### src/hdl/mtg_pkg.sv
// ----------------------------------------------------------------------------
// mtg_pkg
// Types, constants and the tempering function of the MT19937 generator.
// ----------------------------------------------------------------------------
package mtg_pkg;

	localparam int WORD_W          = 32;
	localparam int STATE_WORDS_DEF = 624;
	localparam int MID_OFFSET      = 397;

	localparam logic [WORD_W-1:0] SEED_MULT  = 32'd1812433253;
	localparam logic [WORD_W-1:0] UPPER_MASK = 32'h8000_0000;
	localparam logic [WORD_W-1:0] LOWER_MASK = 32'h7fff_ffff;
	localparam logic [WORD_W-1:0] MATRIX_A   = 32'h9908_b0df;
	localparam logic [WORD_W-1:0] TEMPER_B   = 32'd2636928640;
	localparam logic [WORD_W-1:0] TEMPER_C   = 32'd4022730752;

	localparam logic CMD_SEED = 1'b0;
	localparam logic CMD_DRAW = 1'b1;

	typedef enum logic [1:0] {
		ST_IDLE,
		ST_SEED,
		ST_DRAW_RD,
		ST_DRAW_WR
	} mtg_state_t;

	typedef struct packed {
		logic seed_load;
		logic seed_step;
		logic draw_read;
		logic draw_commit;
	} mtg_cmd_t;

	typedef struct packed {
		logic seed_last;
	} mtg_stat_t;

	function automatic logic [WORD_W-1:0] temper(input logic [WORD_W-1:0] x);
		logic [WORD_W-1:0] y;
		y = x ^ (x >> 11);
		y = y ^ ((y << 7) & TEMPER_B);
		y = y ^ ((y << 15) & TEMPER_C);
		y = y ^ (y >> 18);
		return y;
	endfunction

endpackage

### src/hdl/mtg_ctrl.sv
// ----------------------------------------------------------------------------
// mtg_ctrl
// Sequencer for seed and draw transactions and the result valid flag.
// ----------------------------------------------------------------------------
module mtg_ctrl import mtg_pkg::*; (
	input  logic      clk,
	input  logic      arst_n,
	input  logic      req_valid,
	input  logic      req_cmd,
	output logic      req_ready,
	output logic      rsp_valid,
	input  logic      rsp_ready,
	input  mtg_stat_t stat,
	output mtg_cmd_t  cmd
);

	mtg_state_t state_q;
	mtg_state_t state_nxt;
	logic       rsp_valid_q;
	logic       acc;
	logic       slot_ok;

	always_ff @(posedge clk or negedge arst_n) begin
		if (!arst_n) begin
			state_q     <= ST_IDLE;
			rsp_valid_q <= 1'b0;
		end else begin
			state_q <= state_nxt;
			if (cmd.draw_commit) begin
				rsp_valid_q <= 1'b1;
			end else if (rsp_ready) begin
				rsp_valid_q <= 1'b0;
			end
		end
	end

	always_comb begin
		state_nxt = state_q;
		cmd       = '0;
		req_ready = 1'b0;
		acc       = 1'b0;
		slot_ok   = !rsp_valid_q || rsp_ready;
		case (state_q)
			ST_IDLE, ST_DRAW_WR: begin
				req_ready        = 1'b1;
				acc              = req_valid;
				cmd.draw_commit  = (state_q == ST_DRAW_WR);
				state_nxt        = ST_IDLE;
				if (acc) begin
					if (req_cmd == CMD_DRAW) begin
						state_nxt = ST_DRAW_RD;
					end else begin
						cmd.seed_load = 1'b1;
						state_nxt     = ST_SEED;
					end
				end
			end
			ST_SEED: begin
				cmd.seed_step = 1'b1;
				if (stat.seed_last) begin
					state_nxt = ST_IDLE;
				end
			end
			ST_DRAW_RD: begin
				cmd.draw_read = 1'b1;
				if (slot_ok) begin
					state_nxt = ST_DRAW_WR;
				end
			end
			default: begin
				state_nxt = ST_IDLE;
			end
		endcase
	end

	assign rsp_valid = rsp_valid_q;

endmodule

### config.mk
export PLATFORM = sky130hd
export DESIGN_NAME = mtg_ctrl
export DESIGN_NICKNAME = d
export VERILOG_FILES = /design/src/hdl/mtg_pkg.sv /design/src/hdl/mtg_ctrl.sv
export SDC_FILE = /design/constraint.sdc
export NUM_CORES = 1
export LEC_CHECK = 0
export BUFFER_PORTS_ARGS = -buffer_cell sky130_fd_sc_hd__buf_4
export CAP_MARGIN = 20
export CORE_AREA = 10 10 47 49
export CTS_CLUSTER_SIZE = 16
export DETAILED_ROUTE_END_ITERATION = 7
export DIE_AREA = 0 0 57 59
export PLACE_DENSITY = 0.34
export RECOVER_POWER = 100
export SETUP_SLACK_MARGIN = 0.5
export SYNTH_ARGS = -nofsm -noshare
export SYNTH_HDL_FRONTEND = slang
export SYNTH_SLANG_ARGS = --single-unit
### constraint.sdc
create_clock -name clk -period 3.27 [get_ports clk]
set_clock_uncertainty 0.2 [all_clocks]
set_input_delay 0.1635 -clock clk [delete_from_list [all_inputs] [get_ports clk]]
set_output_delay 0.1635 -clock clk [all_outputs]
set_load 0.03 [all_outputs]
==> metrics.md <==
| Metric | Value |
|---|---|
| Initial antenna violation count | 0 |
| Final slew viol count | 0 |
| Maximum number of pins on one net before global-route repair | 5 |
| Synthesized cell area | 198 sq um |
| Total clock buffers created by CTS | 3 |
| Most common cell after layout, fill and taps aside | clkbuf_1 |
| Critical path type | flip-flop to primary output |
| Port-buffer cells | 11 |
| Post-Syn Instances | 20 |
| Final GP Congestion | 0.665 |
| Final hold vios | 0 |
| R2r endpoint | state_q[0]$_DFFE_PN0P_ |
| Pint | 0.139 mW |
| Post-Route Setup TNS | 0 ps |
| Sw power | 0.124 mW |
| Overall power | 0.263 mW |
| Synthesized flop and latch total | 3 |
| Max Cap Violations | 0 |
| Placement-stage worst setup slack | 1700 ps |
| Peak VDD IR | 150 uV |
| Slew margin rel. | 74.5% |
| Clock Power Share | 24.6% |
| Reg power frac | 23.6% |
| Die height | 59 um |
| Worst-path clk slew | 40 ps |
| Resize count post-CTS | 0 |
| Status | finished clean |
| First-pass GRT wire length | 793 um |
| Crit start category | flip-flop |
| FF-to-FF Start | state_q[0]$_DFFE_PN0P_ |
| Pleak | 0.163 nW |
| Worst skew pair latency | 230 ps |
| RSZ-0062 raised after global routing | false |
| ANT nets after route | 0 |
| P per Cell Area | 850 nW/um^2 |
| Die X | 57 um |
| Final Non-Filler Cells | 52 |
| Sequential area share after synthesis | 38.0% |
| Antenna Cells | 0 |
| Final Worst Setup Slack | 1460 ps |
| Die area | 3360 sq um |
| DRC marker count from the first detailed-route iteration | 1 |
| Total gr overflow | 0 |
| Placeable Area | 1400 sq um |
| Syn. warnings | 0 |
| Setup violations, final | 0 |
| Row cnt | 14 |
| Hold path startpoint | rsp_ready |
| Mapped Nets | 29 |
| Hold depth | 3 |
| Total number of vias | 188 |
| Commonest non-fill, non-tap cells in the layout | clkbuf_1, inv_1, buf_4 |
| Routed length per instance | 10.1 um |
| Clock Sinks | 3 |
| Tot GR Track Use | 3.29% |
| F_max | 551 MHz |
| Worst path required time | 2910 ps |
| Share of post-route cells with drive strength above 1 | 22.2% |
| Final WL | 524 um |
| Gate power share | 51.9% |
| CP Max Fanout | 4 |
| Hold Crit Class | input pin to flip-flop |
| Vias in the first global route | 202 |
| Switching Fraction | 47.1% |
| Tmin final | 1810 ps |
| Element type at the critical path end | primary output |
| Worst-Margin Slew | 384 ps |
| Layout area overhead | 56.3% |
| Longest Clk Path Bufs | 2 |
| Residual DRC | 0 |
| Initial Util | 14.1% |
| I/O pin count | 12 |
| Worst EP arrival | 1450 ps |
| Clock root buffer master | clkbuf_4 |
| Avg Cell Area, Syn | 9.88 sq um |
| Inst Count DP | 47 |
| Setup slack, reg-to-reg | 1730 ps |
| Part of the cycle the worst path needs | 55.5% |
| CTS tree | yes |
| First-pass detailed-route iteration total | 2 |
| Min-Delay Endpoint | rsp_valid$_DFFE_PN0P_ |
| Length in cells of the worst reg-to-reg path | 5 |
| Avg Vias per Cell | 3.62 |
| Synth cell types | 11 |
| Final nets | 46 |
| H-tree levels | 1 |
-- cell usage after synthesis, drive strengths merged --
| cell | instances | area share [%] |
|---|---|---|
| nand2 | 2 | 3.8 |
| o21ai | 1 | 2.5 |
| a32o | 1 | 5.7 |
| dfrtp | 3 | 38 |
| inv | 4 | 7.6 |
| nand2b | 1 | 3.2 |
| nor2 | 1 | 1.9 |
| mux2 | 2 | 11 |
| ha | 3 | 19 |
| nand3 | 1 | 2.5 |
| a21o | 1 | 4.4 |
-- worst max-delay path, cell delays in order, from the launching register on --
cell and delay (ps):
dfrtp_1 380, inv_1 60, ha_1 310, nand2_1 70
nor2_1 80, clkbuf_1 320
-- stage by stage --
stage          hold slack [ps]  instance area, sq um  util [%]
6_report                  52.5                   309      22.1
5_1_grt                   72.9                   309      22.1
4_1_cts                   45.5                   337      24.0
3_5_place_dp              -245                   300      21.4
3_3_place_gp              -246                   300      21.4
2_1_floorplan             -332                   198         -
-- kinds of logic (layout without fill, tap and decap cells) --
| family | after synthesis | in the layout | synth area share (%) |
|---|---|---|---|
| compound gates | 3 | 3 | 12.7 |
| fa+ha+maj | 3 | 3 | 19.0 |
| buf+inv | 4 | 20 | 7.59 |
| flops | 3 | 3 | 38.0 |
| mux | 2 | 2 | 11.4 |
| simple gates | 5 | 5 | 11.4 |
-- power groups by stage --
stage / Combinational (mW) / Clock [mW] / Sequential [mW]
finish: 0.136 / 0.0645 / 0.0619
global route: 0.150 / 0.0706 / 0.0647
CTS: 0.164 / 0.0690 / 0.0628
detailed placement: 0.162 / 0 / 0.0630
global placement: 0.162 / 0 / 0.0638
floorplan: 0.102 / 0 / 0.0689
-- worst max path at each step --
| stage | slack (ps) | startpoint | endpoint | depth (start not counted) |
|---|---|---|---|---|
| 2_1_floorplan | 1510 | state_q[0]$_DFFE_PN0P_ | cmd[3] | 4 |
| 3_3_place_gp | 1690 | state_q[0]$_DFFE_PN0P_ | state_q[0]$_DFFE_PN0P_ | 5 |
| 3_5_place_dp | 1700 | state_q[0]$_DFFE_PN0P_ | state_q[0]$_DFFE_PN0P_ | 4 |
| 4_1_cts | 1570 | state_q[0]$_DFFE_PN0P_ | cmd[3] | 5 |
| 5_1_grt | 1340 | state_q[0]$_DFFE_PN0P_ | cmd[3] | 5 |
| 6_report | 1460 | state_q[0]$_DFFE_PN0P_ | cmd[3] | 5 |
-- state kept, by name (all words and copies together) (netlist names) --
| register | flops |
|---|---|
| state_q | 2 |
| rsp_valid | 1 |
-- layout make-up --
type / instances / area [sq um]
fill: 163 / 1090
multi-input combinational: 13 / 106
sequential: 3 / 75.1
timing repair buffer: 12 / 66.3
clock buffer: 4 / 26.3
tap: 16 / 20.0
inverter: 4 / 15.0
-- timing repair --
item | in CTS | in global routing
endpoints found under the hold margin | 3 | 0
buffers inserted | 0 | 0
endpoints found under the setup margin | 0 | 0
hold buffers | 1 | 0
-- per-layer routing --
metal / global-route usage (%) / routed length, um / vias up
met2: 3.10 / 201 / 9
met4: 4.03 / 0 / 0
met5: 0 / 0 / -
met1: 3.70 / 275 / 80
li1: - / - / 99
met3: 2.79 / 47 / 0
Note: power is estimated with default switching activity, not from simulation.
